==> src/rtl/uad_pkg.sv <==
// Shared types, constants and helpers for the unsigned-to-ASCII digit converter.
// Used by every module under rtl/. No dependencies.
package uad_pkg;

  // Default width of the converted value and depth of the job queue.
  localparam int VALUE_BITS_DEF  = 64;
  localparam int QUEUE_DEPTH_DEF = 2;

  // Fixed field widths of the channels.
  localparam int IN_VALUE_W = 64;
  localparam int RADIX_W    = 5;
  localparam int MODE_W     = 2;
  localparam int CHAR_W     = 7;
  localparam int DIGIT_W    = 4;
  localparam int CHUNK_W    = 8;

  // Radix limits; a radix outside them saturates.
  localparam logic [RADIX_W-1:0] RADIX_MIN = 5'd8;
  localparam logic [RADIX_W-1:0] RADIX_MAX = 5'd16;

  // Format mode codes.
  localparam logic [MODE_W-1:0] MODE_PLAIN   = 2'd0;
  localparam logic [MODE_W-1:0] MODE_HEX_LO  = 2'd1;
  localparam logic [MODE_W-1:0] MODE_HEX_UP  = 2'd2;
  localparam logic [MODE_W-1:0] MODE_POINTER = 2'd3;

  // ASCII codes used for prefixes and digits.
  localparam logic [CHAR_W-1:0] CH_ZERO    = 7'h30;
  localparam logic [CHAR_W-1:0] CH_LOWER_X = 7'h78;
  localparam logic [CHAR_W-1:0] CH_UPPER_X = 7'h58;
  localparam logic [CHAR_W-1:0] CH_LOWER_A = 7'h61;
  localparam logic [CHAR_W-1:0] CH_UPPER_A = 7'h41;

  // Input item.
  typedef struct packed {
    logic [IN_VALUE_W-1:0] value;
    logic [RADIX_W-1:0]    radix;
    logic [MODE_W-1:0]     format_mode;
    logic                  alt_form;
  } uad_in_t;

  // Result item.
  typedef struct packed {
    logic [CHAR_W-1:0] character;
    logic              last;
  } uad_out_t;

  // Classified job handed from the front end to the converter.
  typedef struct packed {
    logic [IN_VALUE_W-1:0] value;
    logic [RADIX_W-1:0]    radix;
    logic                  upper;
    logic                  prefix;
    logic                  x_upper;
  } uad_job_t;

  // Converter sequencer states.
  typedef enum logic [2:0] {
    ST_IDLE,
    ST_DIV,
    ST_PFX_ZERO,
    ST_PFX_X,
    ST_DIGIT
  } uad_state_t;

  // ASCII code of one digit, letters in the requested case.
  function automatic logic [CHAR_W-1:0] digit_char(input logic [DIGIT_W-1:0] d,
                                                   input logic upper);
    logic [CHAR_W-1:0] base;
    if (d < 4'd10) begin
      digit_char = CH_ZERO + CHAR_W'(d);
    end else begin
      base = upper ? CH_UPPER_A : CH_LOWER_A;
      digit_char = base + CHAR_W'(d - 4'd10);
    end
  endfunction

endpackage

==> src/rtl/uad_front.sv <==
// Front end of the digit converter: accepts input items and classifies them.
// Depends on uad_pkg.
module uad_front #(
  parameter int VALUE_BITS = uad_pkg::VALUE_BITS_DEF
) (
  input  logic              in_valid,
  output logic              in_ready,
  input  uad_pkg::uad_in_t  in_data,
  input  logic              q_full,
  output logic              q_push,
  output uad_pkg::uad_job_t q_job
);

  logic value_nz;
  logic hex_mode;

  // Accept whenever the queue has room.
  assign in_ready = !q_full;
  assign q_push   = in_valid && !q_full;

  // Only the low VALUE_BITS bits take part in the conversion.
  assign value_nz = (in_data.value[VALUE_BITS-1:0] != '0);
  assign hex_mode = (in_data.format_mode == uad_pkg::MODE_HEX_LO) ||
                    (in_data.format_mode == uad_pkg::MODE_HEX_UP);

  // Saturate the radix and decide on the prefix and letter case.
  always_comb begin
    q_job.value = in_data.value;
    if (in_data.radix < uad_pkg::RADIX_MIN) begin
      q_job.radix = uad_pkg::RADIX_MIN;
    end else if (in_data.radix > uad_pkg::RADIX_MAX) begin
      q_job.radix = uad_pkg::RADIX_MAX;
    end else begin
      q_job.radix = in_data.radix;
    end
    q_job.upper   = (in_data.format_mode == uad_pkg::MODE_HEX_UP);
    q_job.x_upper = (in_data.format_mode == uad_pkg::MODE_HEX_UP);
    q_job.prefix  = (in_data.format_mode == uad_pkg::MODE_POINTER) ||
                    (hex_mode && in_data.alt_form && value_nz);
  end

endmodule

==> src/rtl/uad_queue.sv <==
// Small job queue between the front end and the converter.
// Depends on uad_pkg.
module uad_queue #(
  parameter int DEPTH = uad_pkg::QUEUE_DEPTH_DEF
) (
  input  logic              clk,
  input  logic              rst_n,
  input  logic              push,
  input  uad_pkg::uad_job_t push_job,
  output logic              full,
  input  logic              pop,
  output logic              pop_valid,
  output uad_pkg::uad_job_t pop_job
);

  localparam int PW = (DEPTH > 1) ? $clog2(DEPTH) : 1;
  localparam int CW = $clog2(DEPTH + 1);

  uad_pkg::uad_job_t mem_r [DEPTH];
  logic [PW-1:0] wr_ptr_r, wr_ptr_nxt;
  logic [PW-1:0] rd_ptr_r, rd_ptr_nxt;
  logic [CW-1:0] count_r, count_nxt;
  logic          do_pop;

  assign full      = (count_r == CW'(DEPTH));
  assign pop_valid = (count_r != '0);
  assign pop_job   = mem_r[rd_ptr_r];
  assign do_pop    = pop && pop_valid;

  // Pointer and fill count update.
  always_comb begin
    wr_ptr_nxt = wr_ptr_r;
    rd_ptr_nxt = rd_ptr_r;
    count_nxt  = count_r;
    if (push) begin
      wr_ptr_nxt = (wr_ptr_r == PW'(DEPTH - 1)) ? '0 : wr_ptr_r + PW'(1);
    end
    if (do_pop) begin
      rd_ptr_nxt = (rd_ptr_r == PW'(DEPTH - 1)) ? '0 : rd_ptr_r + PW'(1);
    end
    if (push && !do_pop) begin
      count_nxt = count_r + CW'(1);
    end else if (!push && do_pop) begin
      count_nxt = count_r - CW'(1);
    end
  end

  always_ff @(posedge clk) begin
    if (!rst_n) begin
      wr_ptr_r <= '0;
      rd_ptr_r <= '0;
      count_r  <= '0;
    end else begin
      wr_ptr_r <= wr_ptr_nxt;
      rd_ptr_r <= rd_ptr_nxt;
      count_r  <= count_nxt;
    end
  end

  // Entry storage needs no reset.
  always_ff @(posedge clk) begin
    if (push) begin
      mem_r[wr_ptr_r] <= push_job;
    end
  end

endmodule

==> src/rtl/uad_back.sv <==
// Back end of the digit converter: byte-serial division by the radix,
// digit buffer and character output register. Depends on uad_pkg.
module uad_back #(
  parameter int VALUE_BITS = uad_pkg::VALUE_BITS_DEF
) (
  input  logic              clk,
  input  logic              rst_n,
  input  logic              q_valid,
  input  uad_pkg::uad_job_t q_job,
  output logic              q_pop,
  output logic              out_valid,
  input  logic              out_ready,
  output uad_pkg::uad_out_t out_data
);

  localparam int CHUNK_W = uad_pkg::CHUNK_W;
  localparam int NCHUNK  = (VALUE_BITS + CHUNK_W - 1) / CHUNK_W;
  localparam int CI_W    = (NCHUNK > 1) ? $clog2(NCHUNK) : 1;
  localparam int NB_W    = $clog2(NCHUNK + 1);
  localparam int DIG_MAX = (VALUE_BITS + 2) / 3;
  localparam int DI_W    = (DIG_MAX > 1) ? $clog2(DIG_MAX) : 1;
  localparam int ND_W    = $clog2(DIG_MAX + 1);
  localparam int PAD_W   = NCHUNK * CHUNK_W;
  localparam int RW      = uad_pkg::RADIX_W;
  localparam int DW      = uad_pkg::DIGIT_W;

  uad_pkg::uad_state_t state_r, state_nxt;

  logic [CHUNK_W-1:0] val_r [NCHUNK];
  logic [DW-1:0]      dig_r [DIG_MAX];
  logic [CI_W-1:0]    idx_r, idx_nxt;
  logic [NB_W-1:0]    nbytes_r, nbytes_nxt;
  logic [RW-1:0]      rem_r, rem_nxt;
  logic               nz_r, nz_nxt;
  logic               topz_r, topz_nxt;
  logic [ND_W-1:0]    nd_r, nd_nxt;
  logic [DI_W-1:0]    rd_r, rd_nxt;
  logic [RW-1:0]      radix_r, radix_nxt;
  logic               upper_r, upper_nxt;
  logic               prefix_r, prefix_nxt;
  logic               xup_r, xup_nxt;
  logic               out_valid_r, out_valid_nxt;
  uad_pkg::uad_out_t  out_data_r, out_data_nxt;

  logic               val_load, val_wr, dig_we;
  logic [PAD_W-1:0]   val_pad;
  logic [CHUNK_W-1:0] chunk, qchunk;
  logic [RW-1:0]      rem_new;
  logic [RW-1:0]      trial;
  logic               out_free;
  logic               q_nonzero;
  logic               shrink;
  logic [NB_W-1:0]    nbytes_dec;

  assign out_valid = out_valid_r;
  assign out_data  = out_data_r;
  assign out_free  = !out_valid_r || out_ready;

  // Zero-extended value, split into byte chunks at load.
  assign val_pad = PAD_W'(q_job.value[VALUE_BITS-1:0]);

  // Eight restoring shift-subtract steps on one byte of the dividend.
  assign chunk = val_r[idx_r];
  always_comb begin
    trial  = rem_r;
    qchunk = '0;
    for (int b = CHUNK_W - 1; b >= 0; b--) begin
      trial = {trial[RW-2:0], chunk[b]};
      if (trial >= radix_r) begin
        trial     = trial - radix_r;
        qchunk[b] = 1'b1;
      end
    end
    rem_new = trial;
  end

  assign q_nonzero  = nz_r || (qchunk != '0);
  assign shrink     = (nbytes_r > NB_W'(1)) && topz_r;
  assign nbytes_dec = shrink ? nbytes_r - NB_W'(1) : nbytes_r;

  // Sequencer: next state, datapath control and output register load.
  always_comb begin
    state_nxt     = state_r;
    idx_nxt       = idx_r;
    nbytes_nxt    = nbytes_r;
    rem_nxt       = rem_r;
    nz_nxt        = nz_r;
    topz_nxt      = topz_r;
    nd_nxt        = nd_r;
    rd_nxt        = rd_r;
    radix_nxt     = radix_r;
    upper_nxt     = upper_r;
    prefix_nxt    = prefix_r;
    xup_nxt       = xup_r;
    out_valid_nxt = out_valid_r && !out_ready;
    out_data_nxt  = out_data_r;
    q_pop         = 1'b0;
    val_load      = 1'b0;
    val_wr        = 1'b0;
    dig_we        = 1'b0;
    unique case (state_r)
      uad_pkg::ST_IDLE: begin
        if (q_valid) begin
          q_pop      = 1'b1;
          val_load   = 1'b1;
          idx_nxt    = CI_W'(NCHUNK - 1);
          nbytes_nxt = NB_W'(NCHUNK);
          rem_nxt    = '0;
          nz_nxt     = 1'b0;
          nd_nxt     = '0;
          radix_nxt  = q_job.radix;
          upper_nxt  = q_job.upper;
          prefix_nxt = q_job.prefix;
          xup_nxt    = q_job.x_upper;
          state_nxt  = uad_pkg::ST_DIV;
        end
      end
      uad_pkg::ST_DIV: begin
        val_wr  = 1'b1;
        rem_nxt = rem_new;
        nz_nxt  = q_nonzero;
        if (NB_W'(idx_r) == nbytes_r - NB_W'(1)) begin
          topz_nxt = (qchunk == '0);
        end
        if (idx_r == '0) begin
          // End of one pass: the remainder is the next digit.
          dig_we = 1'b1;
          nd_nxt = nd_r + ND_W'(1);
          if (q_nonzero) begin
            rem_nxt    = '0;
            nz_nxt     = 1'b0;
            nbytes_nxt = nbytes_dec;
            idx_nxt    = CI_W'(nbytes_dec - NB_W'(1));
          end else begin
            rd_nxt    = DI_W'(nd_r);
            state_nxt = prefix_r ? uad_pkg::ST_PFX_ZERO : uad_pkg::ST_DIGIT;
          end
        end else begin
          idx_nxt = idx_r - CI_W'(1);
        end
      end
      uad_pkg::ST_PFX_ZERO: begin
        if (out_free) begin
          out_valid_nxt          = 1'b1;
          out_data_nxt.character = uad_pkg::CH_ZERO;
          out_data_nxt.last      = 1'b0;
          state_nxt              = uad_pkg::ST_PFX_X;
        end
      end
      uad_pkg::ST_PFX_X: begin
        if (out_free) begin
          out_valid_nxt          = 1'b1;
          out_data_nxt.character = xup_r ? uad_pkg::CH_UPPER_X : uad_pkg::CH_LOWER_X;
          out_data_nxt.last      = 1'b0;
          state_nxt              = uad_pkg::ST_DIGIT;
        end
      end
      uad_pkg::ST_DIGIT: begin
        if (out_free) begin
          out_valid_nxt          = 1'b1;
          out_data_nxt.character = uad_pkg::digit_char(dig_r[rd_r], upper_r);
          out_data_nxt.last      = (rd_r == '0);
          if (rd_r == '0) begin
            state_nxt = uad_pkg::ST_IDLE;
          end else begin
            rd_nxt = rd_r - DI_W'(1);
          end
        end
      end
      default: begin
        state_nxt = uad_pkg::ST_IDLE;
      end
    endcase
  end

  // Control state.
  always_ff @(posedge clk) begin
    if (!rst_n) begin
      state_r     <= uad_pkg::ST_IDLE;
      out_valid_r <= 1'b0;
    end else begin
      state_r     <= state_nxt;
      out_valid_r <= out_valid_nxt;
    end
  end

  // Datapath registers.
  always_ff @(posedge clk) begin
    idx_r      <= idx_nxt;
    nbytes_r   <= nbytes_nxt;
    rem_r      <= rem_nxt;
    nz_r       <= nz_nxt;
    topz_r     <= topz_nxt;
    nd_r       <= nd_nxt;
    rd_r       <= rd_nxt;
    radix_r    <= radix_nxt;
    upper_r    <= upper_nxt;
    prefix_r   <= prefix_nxt;
    xup_r      <= xup_nxt;
    out_data_r <= out_data_nxt;
  end

  // Dividend chunks: loaded whole, then overwritten by quotient bytes.
  always_ff @(posedge clk) begin
    if (val_load) begin
      for (int k = 0; k < NCHUNK; k++) begin
        val_r[k] <= val_pad[k*CHUNK_W +: CHUNK_W];
      end
    end else if (val_wr) begin
      val_r[idx_r] <= qchunk;
    end
  end

  // Digit buffer, least significant digit at index zero.
  always_ff @(posedge clk) begin
    if (dig_we) begin
      dig_r[DI_W'(nd_r)] <= rem_new[DW-1:0];
    end
  end

endmodule

==> src/rtl/unsigned_to_ascii_digits.sv <==
// Top level of the unsigned-to-ASCII digit converter.
// Depends on uad_pkg, uad_front, uad_queue and uad_back.
//
// Converts an unsigned value to ASCII characters in a radix of 8 to 16,
// most significant digit first, with an optional "0x"/"0X" prefix, and
// marks the final character with last. A two-entry job queue lets the
// input side take new items while a conversion runs. Each digit is found
// by a byte-serial divider that works one byte at a time through the
// current quotient window. The window starts at ceil(VALUE_BITS/8) bytes
// for every value and drops by at most one byte per digit, once its top
// byte has gone to zero. The characters are then sent one at a time, and
// the next queued job is taken in the cycle after the final character is
// loaded. Even a value below the radix gets a first pass that covers the
// whole window. Output stalls lengthen a conversion; items are converted
// one at a time.
module unsigned_to_ascii_digits #(
  parameter int VALUE_BITS  = uad_pkg::VALUE_BITS_DEF,
  parameter int QUEUE_DEPTH = uad_pkg::QUEUE_DEPTH_DEF
) (
  input  logic              clk,
  input  logic              rst_n,
  input  logic              in_valid,
  output logic              in_ready,
  input  uad_pkg::uad_in_t  in_data,
  output logic              out_valid,
  input  logic              out_ready,
  output uad_pkg::uad_out_t out_data
);

  logic              q_full;
  logic              q_push;
  uad_pkg::uad_job_t push_job;
  logic              q_pop;
  logic              q_valid;
  uad_pkg::uad_job_t pop_job;

  // Accept and classify items.
  uad_front #(.VALUE_BITS(VALUE_BITS)) u_front (
    .in_valid (in_valid),
    .in_ready (in_ready),
    .in_data  (in_data),
    .q_full   (q_full),
    .q_push   (q_push),
    .q_job    (push_job)
  );

  // Decouple the front end from the converter.
  uad_queue #(.DEPTH(QUEUE_DEPTH)) u_queue (
    .clk       (clk),
    .rst_n     (rst_n),
    .push      (q_push),
    .push_job  (push_job),
    .full      (q_full),
    .pop       (q_pop),
    .pop_valid (q_valid),
    .pop_job   (pop_job)
  );

  // Divide, buffer digits and emit characters.
  uad_back #(.VALUE_BITS(VALUE_BITS)) u_back (
    .clk       (clk),
    .rst_n     (rst_n),
    .q_valid   (q_valid),
    .q_job     (pop_job),
    .q_pop     (q_pop),
    .out_valid (out_valid),
    .out_ready (out_ready),
    .out_data  (out_data)
  );

endmodule

==> config.mk <==
export PLATFORM = sky130hd
export DESIGN_NAME = unsigned_to_ascii_digits
export DESIGN_NICKNAME = d
export VERILOG_FILES = /design/src/rtl/uad_pkg.sv /design/src/rtl/uad_front.sv /design/src/rtl/uad_queue.sv /design/src/rtl/uad_back.sv /design/src/rtl/unsigned_to_ascii_digits.sv
export SDC_FILE = /design/constraint.sdc
export NUM_CORES = 1
export LEC_CHECK = 0
export BUFFER_PORTS_ARGS = -buffer_cell sky130_fd_sc_hd__buf_2
export CAP_MARGIN = 0
export CORE_ASPECT_RATIO = 1.2
export CORE_UTILIZATION = 55
export CTS_CLUSTER_SIZE = 14
export DETAILED_ROUTE_END_ITERATION = 16
export PLACE_DENSITY = 0.79
export REMOVE_ABC_BUFFERS = 1
export SLEW_MARGIN = 30
export SYNTH_ARGS = -nofsm -noshare
export SYNTH_HDL_FRONTEND = slang
export SYNTH_SLANG_ARGS = --single-unit
export TNS_END_PERCENT = 20
==> constraint.sdc <==
create_clock -name clk -period 35.3 [get_ports clk]
set_input_delay 1.765 -clock clk [delete_from_list [all_inputs] [get_ports clk]]
set_output_delay 1.765 -clock clk [all_outputs]
set_load 0.05 [all_outputs]
==> results of run 1 <==
[kinds of logic after synthesis]
kind of cell | Yosys count | synth area share, %
adder cells (fa/ha/maj) | 66 | 5.46
AND/OR/NAND/NOR | 288 | 8.41
XOR/XNOR | 30 | 1.62
multiplexers | 153 | 12.5
flip-flops | 349 | 63.5
AO/OA/AOI/OAI | 167 | 6.40
buffers and inverters | 87 | 2.15
[layer usage]
layer  GRT usage, %  vias up
met5              0        -
met4           10.8        0
met3           3.23      101
li1               -     4509
met2           42.0      404
met1           26.7     4758
[final cells by class]
| type | count | area, um^2 |
|---|---|---|
| Sequential cell | 349 | 10300 |
| Clock inverter | 19 | 189 |
| Inverter | 33 | 124 |
| Multi-Input combinational cell | 704 | 5600 |
| Clock buffer | 39 | 880 |
| Fill cell | 2124 | 10800 |
| Timing Repair Buffer | 96 | 508 |
| Tap cell | 385 | 482 |
[cell usage in the layout (no fill, tap or decap), types with 31 or more instances in the layout]
master       n
a21oi_1     71
mux2i_1     84
mux2_2      32
o21ai_0     31
ha_1        58
edfxtp_1   332
nor2_1     126
buf_2       85
mux4_2      36
inv_1       33
clkbuf_16   34
nand2_1     56
[metrics by stage]
step / hold slack (ns) / worst slack [ns]
floorplan: 0.478 / 21.98
global placement: 0.493 / 21.61
detailed placement: 0.517 / 21.09
CTS: 0.521 / 21.05
global route: 0.559 / 20.01
finish: 0.531 / 20.84
[tightest hold or removal path: stages (launching register included)]
cell	delay (ns)
dfxtp_1	0.33
o21ai_0	0.08
a21boi_0	0.08
[final timing paths]
path / end / slack [ns] / cells after the start
worst max-delay path: u_back.rd_r[1]$_DFFE_PP_ / 20.84 / 52
worst min-delay path: u_queue.count_r[1]$_SDFFE_PN0P_ / 0.53 / 2
worst max register to register: u_back.rd_r[1]$_DFFE_PP_ / 20.84 / 52
worst min register to register: u_queue.count_r[1]$_SDFFE_PN0P_ / 0.53 / 2
[registers in the layout, indices dropped and copies added (netlist names), 4 cells and up, named ones only]
| register | cells |
|---|---|
| u_back.val_r | 64 |
| u_back.nd_r | 5 |
| u_queue.mem_r | 142 |
| u_back.out_data | 8 |
| u_back.radix_r | 5 |
| u_back.dig_r | 88 |
| u_back.nbytes_r | 4 |
| u_back.rem_r | 4 |
| u_back.rd_r | 5 |
==> results.sh, run 1 <==
export IMPL_fmax_mhz=69.1
export IMPL_cp_end_kind="flop"
export IMPL_port_buffers=85
export IMPL_worst_setup_path_type="flop to flop"
export IMPL_slew_violations=0
export IMPL_rsz0062_at_grt="false"
export IMPL_critPathTopFamily="compound AO/OA/AOI/OAI gates"
export IMPL_fin_crit_ns=14.46
export IMPL_grt_overflow=0
export IMPL_syn_inst=1140
export IMPL_hold_class="flop to flop"
export IMPL_status="finished clean"
export IMPL_start_util_pct=56.1
export IMPL_post_drt_wl_per_cell_um=20.9
export IMPL_design_core_area_um2=28900
export IMPL_dieArea_um2=30200
export IMPL_die_width_um=159
export IMPL_grt_max_degree=68
export IMPL_die_h_um=190
export IMPL_synthFlopType="edfxtp_1"
export IMPL_synth_area_leaders="edfxtp_1 (61%), mux2i_1 (5.2%), mux4_2 (5.0%)"
export IMPL_diodes=0
export IMPL_htree_levels=2
export IMPL_grt_pass1_vias=9983
export IMPL_worst_path_largest_cell_delay_ns=0.57
export IMPL_final_util_pct=62.5
export IMPL_dp_hpwl_mm=23.5
export IMPL_max_slew_margin_pct=41.4
export IMPL_finalSetupViolations=0
export IMPL_cp_slowest_cell="o22a_1"
export IMPL_design_area_um2=18100
export IMPL_syn_area_per_cell_um2=14.2
export IMPL_cp_buffers_inverters=8
export IMPL_grt_first_pass_wirelength_mm=53.3
export IMPL_synth_top_cell_area_share_pct=61.4
export IMPL_insertion_delay_ns=0.52
export IMPL_post_cts_buffers=0
export IMPL_path_clk_slew_ns=0.06
export IMPL_wl_met1_mm=12.6
export IMPL_cts_resized_gates=0
export IMPL_drc=0
export IMPL_antenna_found_initial=0
export IMPL_netlist_cell_type_count=63
export IMPL_yosys_warnings=0
export IMPL_numCtsBuffers=34
export IMPL_wl_mm=34.0
export IMPL_placed_cells=1567
export IMPL_wl_met3_mm=1.95
export IMPL_clockRootBuffer="clkbuf_16"
export IMPL_async_flop_share_pct=0
export IMPL_cp_max_fo=16
export IMPL_skew_ns=0.0194
export IMPL_hp_start="u_queue.count_r[1]$_SDFFE_PN0P_"
export IMPL_fin_cells=1625
export IMPL_wl_met2_mm=17.9
export IMPL_max_cap_viol_count=0
export IMPL_drtAntennaViolNets=0
export IMPL_drive_above_1_share_pct=18.1
export IMPL_cts_hold_buf=0
export IMPL_worstPathArrival_ns=14.67
export IMPL_cts_sinks=349
export IMPL_ys_top_cells_by_count="edfxtp_1 (332), nor2_1 (127), mux2i_1 (84)"
export IMPL_worst_slew_pin_slew_ns=0.880
export IMPL_worst_endpoint_required_ns=35.50
export IMPL_routabilityCongestion=0.864
export IMPL_nets=1360
export IMPL_vias_per_cell=6.01
export IMPL_highest_layer="met4"
export IMPL_grt_use_total_pct=23.0
export IMPL_yosys_area_top_type="edfxtp_1"
export IMPL_tns_ns=0
export IMPL_drtIter0Drc=775
export IMPL_area_growth_pct=11.4
export IMPL_yosys_cell_count_top_type="edfxtp_1"
export IMPL_start_kind="flop"
export IMPL_yosysSeqAreaShare_pct=63.5
export IMPL_core_rowCount=68
export IMPL_synth_edf_count=332
export IMPL_io_pins=86
export IMPL_vias=9772
export IMPL_clock_path_buffers=3
export IMPL_placed_cell_area_um2=17000
export IMPL_synth_area_um2=16200
export IMPL_cts_tree="yes"
export IMPL_synth_seq_cells=349
export IMPL_timing_final_crit_share_pct=41.0
export IMPL_hold_violations=0
export IMPL_drt_pre_antenna_iters=6
Power of run 1 is left out: the tool's default activity adds up to more than one toggle a clock period on the data nets, which glitch-free logic cannot reach.
==> run 2: changes to the inputs <==
- clock period: 35.3 -> 14.5 ns (I/O delays scaled with it)
==> run 2 against run 1 <==
  * Wire length is 3.0% lower
  * Cell area is 0.55% lower
  * Via count is 1.3% lower
  * Cell count is 0.18% lower
  * First-iteration DRC count is 16% lower
  * Flip-flop and latch count stayed put
  * Critical path type unchanged
==> results.sh, run 2 (synthesis gave the netlist of run 1 again) <==
export IMPL_insertion_delay_ns=0.57
export IMPL_gr_usage_met3_pct=2.38
export IMPL_grt_util_met2_pct=41.2
export IMPL_worst_slew_pin_slew_ns=0.963
export IMPL_port_buffers=85
export IMPL_area_growth_pct=10.8
export IMPL_design_core_area_um2=28900
export IMPL_path_clk_slew_ns=0.07
export IMPL_mostFrequentLayoutCells="edfxtp_1 (332), nor2_1 (126), buf_2 (85), mux2i_1 (84), a21oi_1 (71)"
export IMPL_cts_hold_buf=0
export IMPL_fin_crit_ns=13.55
export IMPL_fill_cells=2144
export IMPL_diodes=0
export IMPL_die_h_um=190
export IMPL_grt_overflow=0
export IMPL_critPathTopFamily="compound AO/OA/AOI/OAI gates"
export IMPL_drtIter0Drc=648
export IMPL_fmax_mhz=73.8
export IMPL_hold_class="input pin to flop"
export IMPL_status="finished clean"
export IMPL_holdPathStages=1
export IMPL_core_rowCount=68
export IMPL_vias=9645
export IMPL_nets=1360
export IMPL_worst_path_largest_cell_delay_ns=0.58
export IMPL_clockRootBuffer="clkbuf_16"
export IMPL_grt_pass1_vias=9937
export IMPL_largest_register_ffs=142
export IMPL_top_register="u_queue.mem_r"
export IMPL_r2r_cells=51
export IMPL_worst_setup_path_type="flop to flop"
export IMPL_cp_buffers_inverters=7
export IMPL_whs_endpoint="u_queue.mem_r[0][12]$_DFFE_PP_"
export IMPL_antenna_found_initial=0
export IMPL_met1_usage_pct=26.6
export IMPL_drc=0
export IMPL_dp_hpwl_mm=23.3
export IMPL_worst_endpoint_required_ns=14.76
export IMPL_finalSetupViolations=0
export IMPL_vias_per_cell=5.95
export IMPL_dieArea_um2=30200
export IMPL_timing_final_crit_share_pct=93.4
export IMPL_max_cap_viol_count=0
export IMPL_io_pins=86
export IMPL_die_width_um=159
export IMPL_start_kind="flop"
export IMPL_drtAntennaViolNets=0
export IMPL_htree_levels=1
export IMPL_numCtsBuffers=31
export IMPL_grt_use_total_pct=22.5
export IMPL_cts_resized_gates=0
export IMPL_post_cts_buffers=0
export IMPL_cts_tree="yes"
export IMPL_wl_mm=33.0
export IMPL_hp_start="in_data[12]"
export IMPL_skew_ns=0.0216
export IMPL_hold_violations=0
export IMPL_r2r_end="u_back.rd_r[3]$_DFFE_PP_"
export IMPL_cp_end_kind="flop"
export IMPL_start_util_pct=56.1
export IMPL_grt_max_degree=67
export IMPL_final_common_cell="edfxtp_1"
export IMPL_max_slew_margin_pct=35.8
export IMPL_rrSetupSlack_ns=0.95
export IMPL_worstPathArrival_ns=13.80
export IMPL_drive_above_1_share_pct=18.0
export IMPL_routabilityCongestion=0.906
export IMPL_post_drt_wl_per_cell_um=20.4
export IMPL_cp_max_fo=15
export IMPL_busiest_layer="met2"
export IMPL_slew_violations=0
export IMPL_rsz0062_at_grt="false"
export IMPL_clock_path_buffers=3
export IMPL_grt_first_pass_wirelength_mm=52.9
export IMPL_reg_top3="u_queue.mem_r: 142 flops, u_back.dig_r: 88 flops, u_back.val_r: 64 flops"
export IMPL_cp_slowest_cell="dfxtp_1"
export IMPL_cts_sinks=349
export IMPL_drt_pre_antenna_iters=5
export IMPL_tns_ns=0
run 2: cell count changes in the layout (fill, tap and decap cells not counted), moves of 2 or more:
cell / delta
clkbuf_1: +4
clkinv_1: -4
buf_4: +3
clkbuf_16: -3
o22a_1: -3
o22a_2: +3
clkbuf_8: +2
run 2: worst max-delay path by stage:
stage / end / slack [ns] / depth (start not counted)
after floorplan: u_back.rd_r[0]$_DFFE_PP_ / 1.18 / 49
after global placement: u_back.rd_r[1]$_DFFE_PP_ / 1.18 / 50
after detailed placement: u_back.rd_r[4]$_DFFE_PP_ / 0.62 / 51
after CTS: u_back.rd_r[4]$_DFFE_PP_ / 0.54 / 51
after global routing: u_back.rd_r[4]$_DFFE_PP_ / 0.15 / 51
final: u_back.rd_r[3]$_DFFE_PP_ / 0.95 / 51
run 2: per-stage QoR:
stage	instances	hold WS (ns)	cell area [um^2]	setup WS (ns)	util (%)
6_report	1622	0.362	18000	0.955	62.2
5_1_grt	1622	0.350	18000	0.147	62.2
4_1_cts	1622	0.342	18000	0.536	62.2
3_5_place_dp	1570	0.515	17000	0.624	58.9
3_3_place_gp	1570	0.489	17000	1.18	58.9
2_1_floorplan	1086	0.478	16000	1.18	-
run 2: per-layer routing:
| metal | part of all wire, % | vias to the layer above |
|---|---|---|
| met4 | 4.3 | 0 |
| met2 | 53 | 327 |
| met3 | 4.6 | 90 |
| met5 | 0 | - |
| li1 | - | 4488 |
| met1 | 38 | 4740 |
run 2: final cells by class:
type / count / area (um^2) / area share [%]
Clock buffer: 42 / 847 / 4.71
Tap cell: 385 / 482 / 2.68
Inverter: 33 / 124 / 0.689
Sequential cell: 349 / 10300 / 57.3
Clock inverter: 10 / 106 / 0.591
Multi-Input combinational cell: 704 / 5590 / 31.1
Timing Repair Buffer: 99 / 531 / 2.95
Power of run 2 is left out for the same reason.
==> run 3: changes to the inputs <==
- CORE_ASPECT_RATIO: 1.2 -> default
- CORE_UTILIZATION: 55 -> 45
- GPL_TIMING_DRIVEN: default -> 0
- PLACE_DENSITY: 0.79 -> 0.68
==> run 3 against run 2 <==
  * First-iteration DRC count is 26% lower
  * Worst setup slack worse by 0.32 ns
  * Critical path depth is 2 higher
  * Largest cell class unchanged
  * Cell count is 5.8% higher
  * Flip-flop and latch count stayed put
  * Non-clock buffer count is 1 higher
  * Wire length is 1.3% higher
  * Highest routed layer unchanged
  * Global-route usage is 3.6 points lower
==> results.sh, run 3 (synthesis gave the netlist of run 1 again) <==
export IMPL_numCtsBuffers=38
export IMPL_fill_cells=2940
export IMPL_start_kind="flop"
export IMPL_cp_slowest_cell="mux4_2"
export IMPL_final_util_pct=52.1
export IMPL_grt_first_pass_wirelength_mm=52.6
export IMPL_core_rowCount=69
export IMPL_vias_per_cell=5.51
export IMPL_met1_usage_pct=23.8
export IMPL_gr_usage_met3_pct=2.80
export IMPL_top_register="u_queue.mem_r"
export IMPL_fmax_mhz=72.1
export IMPL_max_cap_viol_count=0
export IMPL_finalSetupViolations=0
export IMPL_critPathMostFrequentCell="ha_1"
export IMPL_placed_cell_area_um2=17300
export IMPL_routabilityCongestion=0.818
export IMPL_slew_violations=0
export IMPL_design_area_um2=18500
export IMPL_clockRootBuffer="clkbuf_16"
export IMPL_wl_mm=33.4
export IMPL_dp_hpwl_mm=23.4
export IMPL_die_width_um=192
export IMPL_final_common_cell="edfxtp_1"
export IMPL_worstPathArrival_ns=14.08
export IMPL_port_buffers=85
export IMPL_vias=9457
export IMPL_area_growth_pct=14.2
export IMPL_cp_end_kind="flop"
export IMPL_hold_violations=0
export IMPL_worst_endpoint_required_ns=14.72
export IMPL_tns_ns=0
export IMPL_r2r_cells=53
export IMPL_antenna_found_initial=0
export IMPL_start_util_pct=45.6
export IMPL_cp_max_fo=16
export IMPL_worst_slew_pin_slew_ns=0.892
export IMPL_drtAntennaViolNets=0
export IMPL_clock_path_buffers=3
export IMPL_post_drt_wl_per_cell_um=19.5
export IMPL_mostFrequentLayoutCells="edfxtp_1 (332), nor2_1 (125), buf_2 (85), mux2i_1 (82), a21oi_1 (71)"
export IMPL_timing_final_crit_share_pct=95.6
export IMPL_reg_top3="u_queue.mem_r: 142 flops, u_back.dig_r: 88 flops, u_back.val_r: 64 flops"
export IMPL_die_h_um=192
export IMPL_cts_tree="yes"
export IMPL_hold_class="input pin to flop"
export IMPL_dieArea_um2=36800
export IMPL_drive_above_1_share_pct=19.3
export IMPL_diodes=0
export IMPL_htree_levels=2
export IMPL_design_core_area_um2=35600
export IMPL_worst_path_largest_cell_delay_ns=0.59
export IMPL_io_pins=86
export IMPL_skew_ns=0.0214
export IMPL_largest_register_ffs=142
export IMPL_grt_overflow=0
export IMPL_drt_pre_antenna_iters=5
export IMPL_max_slew_margin_pct=40.5
export IMPL_drtIter0Drc=479
export IMPL_grt_use_total_pct=18.8
export IMPL_busiest_layer="met2"
export IMPL_grt_max_degree=39
export IMPL_worst_setup_path_type="flop to flop"
export IMPL_status="finished clean"
export IMPL_grt_pass1_vias=9512
export IMPL_drc=0
export IMPL_fin_crit_ns=13.86
export IMPL_nets=1368
export IMPL_insertion_delay_ns=0.55
export IMPL_path_clk_slew_ns=0.06
export IMPL_holdPathStages=1
export IMPL_worst_hold_slack_ns=0.377
export IMPL_cts_sinks=349
export IMPL_grt_util_met2_pct=32.6
==> run 3: cell count changes in the layout (fill, tap and decap cells not counted), sizes merged <==
cell      previous run  this run
bufinv               2         3
buf                 99       100
clkinvlp             2         0
inv                 34        35
clkbuf              42        46
clkinv               5        18
==> run 3: path summary, 6_finish.rpt <==
kind / slack [ns] / startpoint / endpoint
setup / recovery: 0.64 / flop / u_back.rd_r[2]$_DFFE_PP_
hold / removal: 0.38 / in_data[23] / u_queue.mem_r[0][23]$_DFFE_PP_
setup reg to reg: 0.64 / flop / u_back.rd_r[2]$_DFFE_PP_
hold reg to reg: 0.53 / u_queue.count_r[1]$_SDFFE_PN0P_ / u_queue.count_r[1]$_SDFFE_PN0P_
==> run 3: stage by stage <==
step | cells | setup WS, ns
floorplan | 1086 | 1.18
global route | 1716 | -0.00195
CTS | 1711 | 0.0757
global placement | 1632 | -3.16
finish | 1716 | 0.639
detailed placement | 1642 | -1.26
==> run 3: layer usage <==
layer | routed length, um | part of all wire, %
met5 | 0 | 0
met2 | 16900 | 51
met4 | 939 | 2.8
met3 | 1240 | 3.7
met1 | 14300 | 43
==> run 3: cell type report <==
class | count | area (um^2) | share of cell area, %
clock buffer | 46 | 981 | 5.29
clock inverter | 23 | 191 | 1.03
inverter | 33 | 124 | 0.668
multi-input combinational | 704 | 5670 | 30.6
sequential | 349 | 10300 | 55.7
tap | 461 | 577 | 3.11
timing repair buffer | 100 | 683 | 3.68
==> run 3: worst max-delay path, delay by kind of cell, from the launching register on <==
kind                       cells  cell delay [ns]
AOI/OAI and AO/OA             18             4.81
muxes                          9             3.16
adders and majority gates      8             2.11
and+or+nand+nor                9             1.68
buffers and inverters          9             1.16
DFF                            1             0.56
==> run 3: timing repair <==
| action | 4_1_cts | 5_1_grt |
|---|---|---|
| pin swaps | 0 | 1 |
| setup buffers | 0 | 5 |
| setup endpoints to repair | 121 | 50 |
| resized for setup | 8 | 6 |
| hold buffers | 0 | 0 |
Power of run 3 is left out for the same reason.
